--- config.mk ---
export PLATFORM = sky130hd
export DESIGN_NAME = pwm_clock_prescaler_solver
export DESIGN_NICKNAME = d
export VERILOG_FILES = /design/src/design/pcps_pkg.sv /design/src/design/pcps_mul.sv /design/src/design/pcps_div.sv /design/src/design/pwm_clock_prescaler_solver.sv
export SDC_FILE = /design/constraint.sdc
export NUM_CORES = 1
export LEC_CHECK = 0
export ABC_CLOCK_PERIOD_IN_PS = 12300
export BUFFER_PORTS_ARGS = -buffer_cell sky130_fd_sc_hd__buf_2
export CAP_MARGIN = 20
export CORE_MARGIN = 5
export CORE_UTILIZATION = 45
export CTS_CLUSTER_DIAMETER = 50
export DETAILED_ROUTE_END_ITERATION = 10
export GPL_ROUTABILITY_DRIVEN = 0
export PLACE_DENSITY = 0.71
export SETUP_SLACK_MARGIN = 0.05
export SYNTH_ARGS = -nofsm -noshare
export SYNTH_HDL_FRONTEND = slang
export SYNTH_SLANG_ARGS = --single-unit
export TNS_END_PERCENT = 30
--- constraint.sdc ---
create_clock -name clk_i -period 12.3 [get_ports clk_i]
set_input_delay 2.46 -clock clk_i [delete_from_list [all_inputs] [get_ports clk_i]]
set_output_delay 2.46 -clock clk_i [all_outputs]
set_load 0.02 [all_outputs]
--- src/design/pcps_pkg.sv ---
// Shared types and constants of the PWM clock prescaler solver.
package pcps_pkg;

  localparam int unsigned FreqW = 32;
  localparam int unsigned ResW = 17;
  localparam int unsigned ExpW = 4;
  localparam int unsigned LinDivW = 22;
  localparam int unsigned StatusW = 2;
  localparam int unsigned ModeW = 2;

  localparam int unsigned MulAW = 32;
  localparam int unsigned MulBW = ResW;
  localparam int unsigned MulPW = MulAW + MulBW;
  localparam int unsigned MulCntW = $clog2(MulBW);

  localparam int unsigned DivW = 32;
  localparam int unsigned DivCntW = $clog2(DivW);

  localparam logic [ModeW-1:0] ModeLeft = 2'd0;

  localparam logic [StatusW-1:0] StatusOk = 2'd0;
  localparam logic [StatusW-1:0] StatusBadMode = 2'd1;
  localparam logic [StatusW-1:0] StatusZeroArg = 2'd2;

  localparam logic RegMasterClk = 1'b0;
  localparam logic [31:0] MasterClkReset = 32'd84000000;

  typedef struct packed {
    logic busy;
    logic done;
  } unit_stat_t;

endpackage

--- src/design/pcps_mul.sv ---
// Bit-serial shift-and-add multiplier, one multiplier bit per cycle.
module pcps_mul import pcps_pkg::*; (
  input  logic             clk_i,
  input  logic             rst_ni,
  input  logic             start_i,
  input  logic [MulAW-1:0] a_i,
  input  logic [MulBW-1:0] b_i,
  output unit_stat_t       stat_o,
  output logic [MulPW-1:0] prod_o
);

  logic [MulAW-1:0]   a_q;
  logic [MulPW-1:0]   prod_q;
  logic [MulPW-1:0]   prod_d;
  logic [MulAW:0]     sum;
  logic [MulCntW-1:0] cnt_q;
  logic               busy_q;
  logic               done_q;

  always_comb begin
    sum = {1'b0, prod_q[MulPW-1:MulBW]} + (prod_q[0] ? {1'b0, a_q} : '0);
    prod_d = {sum, prod_q[MulBW-1:1]};
  end

  always_ff @(posedge clk_i or negedge rst_ni) begin
    if (!rst_ni) begin
      busy_q <= 1'b0;
      done_q <= 1'b0;
      cnt_q <= '0;
    end else begin
      done_q <= 1'b0;
      if (start_i) begin
        busy_q <= 1'b1;
        cnt_q <= '0;
      end else if (busy_q) begin
        cnt_q <= cnt_q + 1'b1;
        if (cnt_q == MulCntW'(MulBW - 1)) begin
          busy_q <= 1'b0;
          done_q <= 1'b1;
        end
      end
    end
  end

  always_ff @(posedge clk_i) begin
    if (start_i) begin
      a_q <= a_i;
      prod_q <= {{MulAW{1'b0}}, b_i};
    end else if (busy_q) begin
      prod_q <= prod_d;
    end
  end

  assign stat_o.busy = busy_q;
  assign stat_o.done = done_q;
  assign prod_o = prod_q;

endmodule

--- src/design/pcps_div.sv ---
// Bit-serial restoring divider, one quotient bit per cycle.
module pcps_div import pcps_pkg::*; (
  input  logic            clk_i,
  input  logic            rst_ni,
  input  logic            start_i,
  input  logic [DivW-1:0] dividend_i,
  input  logic [DivW-1:0] divisor_i,
  output unit_stat_t      stat_o,
  output logic [DivW-1:0] quotient_o
);

  logic [DivW-1:0]    dvs_q;
  logic [DivW-1:0]    rem_q;
  logic [DivW-1:0]    quo_q;
  logic [DivW:0]      shifted;
  logic [DivW:0]      diff;
  logic               fits;
  logic [DivCntW-1:0] cnt_q;
  logic               busy_q;
  logic               done_q;

  always_comb begin
    shifted = {rem_q, quo_q[DivW-1]};
    diff = shifted - {1'b0, dvs_q};
    fits = !diff[DivW];
  end

  always_ff @(posedge clk_i or negedge rst_ni) begin
    if (!rst_ni) begin
      busy_q <= 1'b0;
      done_q <= 1'b0;
      cnt_q <= '0;
    end else begin
      done_q <= 1'b0;
      if (start_i) begin
        busy_q <= 1'b1;
        cnt_q <= '0;
      end else if (busy_q) begin
        cnt_q <= cnt_q + 1'b1;
        if (cnt_q == DivCntW'(DivW - 1)) begin
          busy_q <= 1'b0;
          done_q <= 1'b1;
        end
      end
    end
  end

  always_ff @(posedge clk_i) begin
    if (start_i) begin
      dvs_q <= divisor_i;
      rem_q <= '0;
      quo_q <= dividend_i;
    end else if (busy_q) begin
      rem_q <= fits ? diff[DivW-1:0] : shifted[DivW-1:0];
      quo_q <= {quo_q[DivW-2:0], fits};
    end
  end

  assign stat_o.busy = busy_q;
  assign stat_o.done = done_q;
  assign quotient_o = quo_q;

endmodule

--- src/design/pwm_clock_prescaler_solver.sv ---
// Top level of the PWM clock prescaler solver: control sequencer, APB register, stream ports.
//
//   Channel  Direction  Content
//   s_axis   in         tuser: mode; tdata: wanted_frequency, resolution
//   m_axis   out        tuser: status; tdata: exponent, divider, too-wide flag, frequency
//   APB      in/out     register 0: master clock in hertz
//
// A rejected request goes straight to the done state and waits there for a free output slot.
// A request whose clock exceeds the master clock takes divider 1 and goes from the first
// multiplication straight to the second division, of the master clock by the resolution.
// Any other request: multiply, divide, normalise, multiply and divide, serially in that order.
// One request is worked on at a time; a new one is taken while the last result waits.
// Reset is asynchronous and loads the master clock register with 84000000.
module pwm_clock_prescaler_solver import pcps_pkg::*; #(
  parameter int unsigned MAX_PRESCALE_STEPS = 10,
  parameter int unsigned DIVIDER_BITS = 8
) (
  input  logic        clk_i,
  input  logic        rst_ni,
  input  logic        s_axis_tvalid,
  output logic        s_axis_tready,
  input  logic [55:0] s_axis_tdata,  // wanted_frequency[31:0], resolution[48:32], zeros
  input  logic [1:0]  s_axis_tuser,  // mode[1:0]
  output logic        m_axis_tvalid,
  input  logic        m_axis_tready,
  output logic [63:0] m_axis_tdata,  // exponent[3:0], divider[25:4], too wide[26],
                                     // actual_frequency[58:27], zeros
  output logic [1:0]  m_axis_tuser,  // status[1:0]
  input  logic        psel,
  input  logic        penable,
  input  logic        pwrite,
  input  logic [2:0]  paddr,
  input  logic [31:0] pwdata,
  output logic [31:0] prdata,
  output logic        pready
);

  typedef enum logic [2:0] {
    S_IDLE,
    S_MUL1,
    S_DIV1,
    S_NORM,
    S_MUL2,
    S_DIV2,
    S_DONE
  } state_e;

  state_e               state_q;
  logic [31:0]          master_q;
  logic [ResW-1:0]      res_q;
  logic [StatusW-1:0]   st_q;
  logic [ExpW-1:0]      ex_q;
  logic [DivW-1:0]      div_q;
  logic                 wide_q;
  logic [FreqW-1:0]     act_q;

  logic                 out_valid_q;
  logic [StatusW-1:0]   out_status_q;
  logic [ExpW-1:0]      out_exp_q;
  logic [LinDivW-1:0]   out_div_q;
  logic                 out_wide_q;
  logic [FreqW-1:0]     out_freq_q;

  logic                 mul_start_q;
  logic [MulAW-1:0]     mul_a_q;
  logic                 div_start_q;
  logic [DivW-1:0]      div_num_q;
  logic [DivW-1:0]      div_den_q;
  unit_stat_t           mul_stat;
  unit_stat_t           div_stat;
  logic [MulPW-1:0]     mul_prod;
  logic [DivW-1:0]      div_quo;

  logic                 in_xfer;
  logic                 div_wide;
  logic                 cfg_write;

  assign s_axis_tready = (state_q == S_IDLE);
  assign in_xfer = s_axis_tvalid && s_axis_tready;
  assign div_wide = |div_q[DivW-1:DIVIDER_BITS];
  assign cfg_write = psel && penable && pwrite && pready;

  assign pready = 1'b1;
  assign prdata = (paddr[2] == RegMasterClk) ? master_q : '0;

  always_ff @(posedge clk_i or negedge rst_ni) begin
    if (!rst_ni) begin
      master_q <= MasterClkReset;
    end else if (cfg_write && (paddr[2] == RegMasterClk)) begin
      master_q <= pwdata;
    end
  end

  pcps_mul u_mul (
    .clk_i   (clk_i),
    .rst_ni  (rst_ni),
    .start_i (mul_start_q),
    .a_i     (mul_a_q),
    .b_i     (res_q),
    .stat_o  (mul_stat),
    .prod_o  (mul_prod)
  );

  pcps_div u_div (
    .clk_i      (clk_i),
    .rst_ni     (rst_ni),
    .start_i    (div_start_q),
    .dividend_i (div_num_q),
    .divisor_i  (div_den_q),
    .stat_o     (div_stat),
    .quotient_o (div_quo)
  );

  always_ff @(posedge clk_i or negedge rst_ni) begin
    if (!rst_ni) begin
      state_q <= S_IDLE;
      out_valid_q <= 1'b0;
      mul_start_q <= 1'b0;
      div_start_q <= 1'b0;
      st_q <= StatusOk;
      ex_q <= '0;
      wide_q <= 1'b0;
      out_status_q <= StatusOk;
      out_exp_q <= '0;
      out_wide_q <= 1'b0;
    end else begin
      mul_start_q <= 1'b0;
      div_start_q <= 1'b0;
      if (out_valid_q && m_axis_tready && (state_q != S_DONE)) begin
        out_valid_q <= 1'b0;
      end
      case (state_q)
        S_IDLE: begin
          if (in_xfer) begin
            res_q <= s_axis_tdata[FreqW+ResW-1:FreqW];
            ex_q <= '0;
            div_q <= '0;
            wide_q <= 1'b0;
            act_q <= '0;
            if (s_axis_tuser != ModeLeft) begin
              st_q <= StatusBadMode;
              state_q <= S_DONE;
            end else if ((s_axis_tdata[FreqW-1:0] == '0) ||
                         (s_axis_tdata[FreqW+ResW-1:FreqW] == '0)) begin
              st_q <= StatusZeroArg;
              state_q <= S_DONE;
            end else begin
              st_q <= StatusOk;
              mul_a_q <= s_axis_tdata[FreqW-1:0];
              mul_start_q <= 1'b1;
              state_q <= S_MUL1;
            end
          end
        end
        S_MUL1: begin
          if (mul_stat.done) begin
            div_num_q <= master_q;
            div_start_q <= 1'b1;
            if (mul_prod > {{(MulPW-32){1'b0}}, master_q}) begin
              div_q <= DivW'(1);
              div_den_q <= {{(DivW-ResW){1'b0}}, res_q};
              state_q <= S_DIV2;
            end else begin
              div_den_q <= mul_prod[DivW-1:0];
              state_q <= S_DIV1;
            end
          end
        end
        S_DIV1: begin
          if (div_stat.done) begin
            div_q <= div_quo;
            state_q <= S_NORM;
          end
        end
        S_NORM: begin
          if ((ex_q < ExpW'(MAX_PRESCALE_STEPS)) && div_wide) begin
            div_q <= div_q >> 1;
            ex_q <= ex_q + 1'b1;
          end else begin
            wide_q <= div_wide;
            mul_a_q <= div_q << ex_q;
            mul_start_q <= 1'b1;
            state_q <= S_MUL2;
          end
        end
        S_MUL2: begin
          if (mul_stat.done) begin
            div_num_q <= master_q;
            div_den_q <= mul_prod[DivW-1:0];
            div_start_q <= 1'b1;
            state_q <= S_DIV2;
          end
        end
        S_DIV2: begin
          if (div_stat.done) begin
            act_q <= div_quo;
            state_q <= S_DONE;
          end
        end
        S_DONE: begin
          if (!out_valid_q || m_axis_tready) begin
            out_valid_q <= 1'b1;
            out_status_q <= st_q;
            out_exp_q <= ex_q;
            out_div_q <= div_q[LinDivW-1:0];
            out_wide_q <= wide_q;
            out_freq_q <= act_q;
            state_q <= S_IDLE;
          end
        end
        default: begin
          state_q <= S_IDLE;
        end
      endcase
    end
  end

  assign m_axis_tvalid = out_valid_q;
  assign m_axis_tuser = out_status_q;
  assign m_axis_tdata = {5'b0, out_freq_q, out_wide_q, out_div_q, out_exp_q};

  a_mul_idle_at_start: assert property (@(posedge clk_i) disable iff (!rst_ni)
    mul_start_q |-> !mul_stat.busy)
    else $error("multiplier started while busy");

  a_div_idle_at_start: assert property (@(posedge clk_i) disable iff (!rst_ni)
    div_start_q |-> !div_stat.busy)
    else $error("divider started while busy");

  a_error_clears_fields: assert property (@(posedge clk_i) disable iff (!rst_ni)
    (m_axis_tvalid && (m_axis_tuser != StatusOk)) |-> (m_axis_tdata == '0))
    else $error("error result carries nonzero fields");

  a_ok_divider_nonzero: assert property (@(posedge clk_i) disable iff (!rst_ni)
    (m_axis_tvalid && (m_axis_tuser == StatusOk)) |-> (m_axis_tdata[25:4] != '0))
    else $error("accepted request gave a zero divider");

endmodule
==> key figures <==
Status
  • Status: completed

STA
  • Worst Max-Slew Pin Slew: 1.13 ns
  • PnR worst setup slack: 6.53 ns
  • Setup TNS: 0 ns
  • Max-slew violations: 0
  • Setup Skew: 0.0716 ns
  • Final worst-path cycle share: 46.9%
  • FMAX: 173 MHz
  • Unrepaired setup endpoints after global routing: false
  • Hold Violations, Final: 0
  • Max-slew headroom: 24.1%
  • Tmin final: 5.77 ns
  • Min Hold Slack: 0.414 ns
  • Final setup violation count: 0

Yosys
  • Largest family of logic cells by synthesized area: simple AND/OR/NAND/NOR gates
  • Asr flop ratio synth: 13.9%
  • Synth cell count leaders: edfxtp_1, nor2_1, nand2_1
  • Count leader, synth: edfxtp_1
  • Post-Synth XOR/XNOR Area: 2.18%
  • Cell area after synthesis: 23700 sq um
  • Primary FF master, synth: edfxtp_1
  • Simple logic cell fraction of the synthesized area: 12.1%
  • Yosys warns: 0
  • Sequential share of the synthesized area: 56.0%
  • Synth area leaders: edfxtp_1, dfrtp_1, dfxtp_1, ha_1, mux2_2
  • Yosys top cell area share: 43.6%
  • Yosys top cell by area: edfxtp_1
  • Post-synth EDFFs: 344
  • Cells after Synth: 1995
  • Flops & latches, synth: 474
  • Syn avg cell area: 11.9 sq um
  • Yosys cell types: 91
  • Complex-gate fraction of the synthesized area: 11.5%
  • Post-synthesis mux area share: 8.90%
  • Area share of fa/ha/maj cells after synthesis: 5.50%

Pwr
  • Pwr/cell area: 264 nW/um^2
  • Power, Total: 7150 uW
  • P_leak: 0.0109 uW
  • Max IR drop VDD: 0.131 mV

Worst setup path
  • Max incr delay on CP: 0.52 ns
  • Critical path depth in cells: 3
  • CP Buf/Inv Count: 2
  • Setup crit end kind: output port
  • Cell mode on critical path: buf_2
  • WS Path Type: input port to output port
  • FF-to-FF setup slack: 8.12 ns
  • Crit-path cells: buf_2, nor2_1, buf_2
  • Worst path slowest cell: buf_2
  • End of the worst register-to-register path: u_mul.prod_o[46]
  • Worst Path Required: 9.84 ns
  • Worst reg2reg startpoint: u_mul.prod_o[0]
  • Critical path arrival: 3.31 ns
  • CP startpoint kind: input port
  • CP delay by family, top: buffers and inverters
  • CP max FO: 33
  • Reg2reg path depth: 13

Global route
  • Largest net degree at the start of global routing: 90
  • First-pass GRT wire length: 91.7 mm
  • GRT Total Usage: 20.3%
  • Initial antenna violation count: 0
  • Number of global-route vias before repair: 16.5k
  • Grt ovf: 0

Routing
  • Drt wl/cell: 20.5 um
  • Vias per cell: 5.73
  • Post-route ant nets: 0
  • DRT Pass-1 Iters: 6
  • Vias: 16.6k
  • Drt drc: 0
  • DRT Wirelength: 59.3 mm
  • Initial DRC Count: 2050

Min path
  • Worst hold path class: flop to flop
  • Hold Crit Endpoint: u_mul.a_q[0]
  • Hold_sp: mul_a_q[0]
  • Worst Hold Depth: 0

Clock network
  • Clock Sinks: 474
  • Clock slew at reported path FFs: 0.07 ns
  • Setup bufs post-CTS: 0
  • Clock latency on the worst-skew pair: 0.63 ns
  • CTS tree: built
  • Max H-tree Level: 2
  • Bufs on Longest Clock Path: 3
  • Hold buffers post-CTS: 0
  • Post-CTS sizing: 0
  • CTS Root Buffer Type: clkbuf_16
  • CTS buffer count: 52

Cells and area
  • Fraction of layout cells with a size suffix above 1: 21.9%
  • Fillers: 4480
  • Area Growth Syn to Fin: 14.4%
  • Final std cells w/o fill: 2891
  • N_diodes: 0
  • Fin nets: 2362

Floorplan
  • Die area: 57300 sq um
  • Io pins: 201
  • Die W: 239 um
  • Num rows: 84
  • Initial Util: 45.3%
  • Die H: 239 um
  • Core Area: 52300 sq um

Place
  • Port buffer count: 185
  • Placed Cells: 2791
  • Post-DP HPWL: 42.9 mm
  • Worst slack at placement: 6.54 ns

Job
  • Count of max-cap constraint violations: 0
## layout make-up
type | instances | area (sq um) | share of cell area (%)
multi-input cells | 1331 | 9580 | 35.3
clock buffers | 63 | 1400 | 5.17
repair buffers | 207 | 1130 | 4.15
inverters | 93 | 349 | 1.29
clock inverters | 35 | 513 | 1.89
flip-flops and latches | 474 | 13300 | 49.0
well taps | 688 | 861 | 3.17
## per-stage QoR
step / utilization (%) / instance area [sq um]
3_3_place_gp: 48.1 / 25200
6_report: 51.8 / 27100
5_1_grt: 51.8 / 27100
4_1_cts: 51.7 / 27100
3_5_place_dp: 48.1 / 25200
2_1_floorplan: - / 23700
## sequential cells by signal, indices dropped and copies added (netlist names), 17 cells and up
signal	flops
out_freq_q	32
u_mul.prod_o	49
u_mul.a_q	32
u_div.quotient_o	32
out_div_q	22
master_q	32
u_div.rem_q	32
div_den_q	32
div_num_q	32
res_q	17
u_div.dvs_q	32
act_q	32
div_q	32
mul_a_q	32
## where the power goes
group | total (uW) | switching, uW | internal (uW)
logic | 2830 | 1640 | 1190
clock network | 1700 | 694 | 1010
registers | 2610 | 423 | 2190
total | 7150 | 2760 | 4390
## worst max-delay path by stage
stage	to	slack (ns)	from
after floorplan	prdata[21]	6.89	paddr[2]
after global placement	prdata[20]	6.58	paddr[2]
after detailed placement	prdata[30]	6.54	paddr[2]
after CTS	prdata[30]	6.53	paddr[2]
after global routing	prdata[26]	6.47	paddr[2]
final	prdata[30]	6.53	paddr[2]
## routing by layer
metal	share of wire (%)	up-vias	GRT usage (%)
met1	41	7996	26.4
met3	7.2	158	3.87
met5	0	-	0
met2	47	712	33.0
met4	4.9	0	9.51
li1	-	7698	-
## cell usage in the layout, fill, tap and decap left out, drive strengths merged, types with 20 or more instances in the layout
cell    synthesis  layout
nand3          25      25
nor2          173     173
mux4           20      20
nand2         172     172
a311oi         23      23
nor4           24      24
a21oi         100     100
nor2b          32      32
dfxtp          64      64
ha            101     101
and2           43      43
edfxtp        344     344
mux2i          43      43
xnor2          33      33
clkbuf         63      63
xor2           26      26
dfrtp          57      57
o21ai          82      82
inv            92     103
buf            37     207
and3           44      44
a21o           39      39
mux2          109     109
a22o           35      35
## cell families (layout without fill, tap and decap cells)
kind of cell	count (synthesis)	count (layout)
AND/OR/NAND/NOR	594	594
flip-flops	474	474
AO/OA/AOI/OAI	397	397
buffers and inverters	194	398
multiplexers	172	172
adder cells (fa/ha/maj)	103	103
XOR/XNOR	59	59
other	2	6
(Power assumes the default switching activity.)
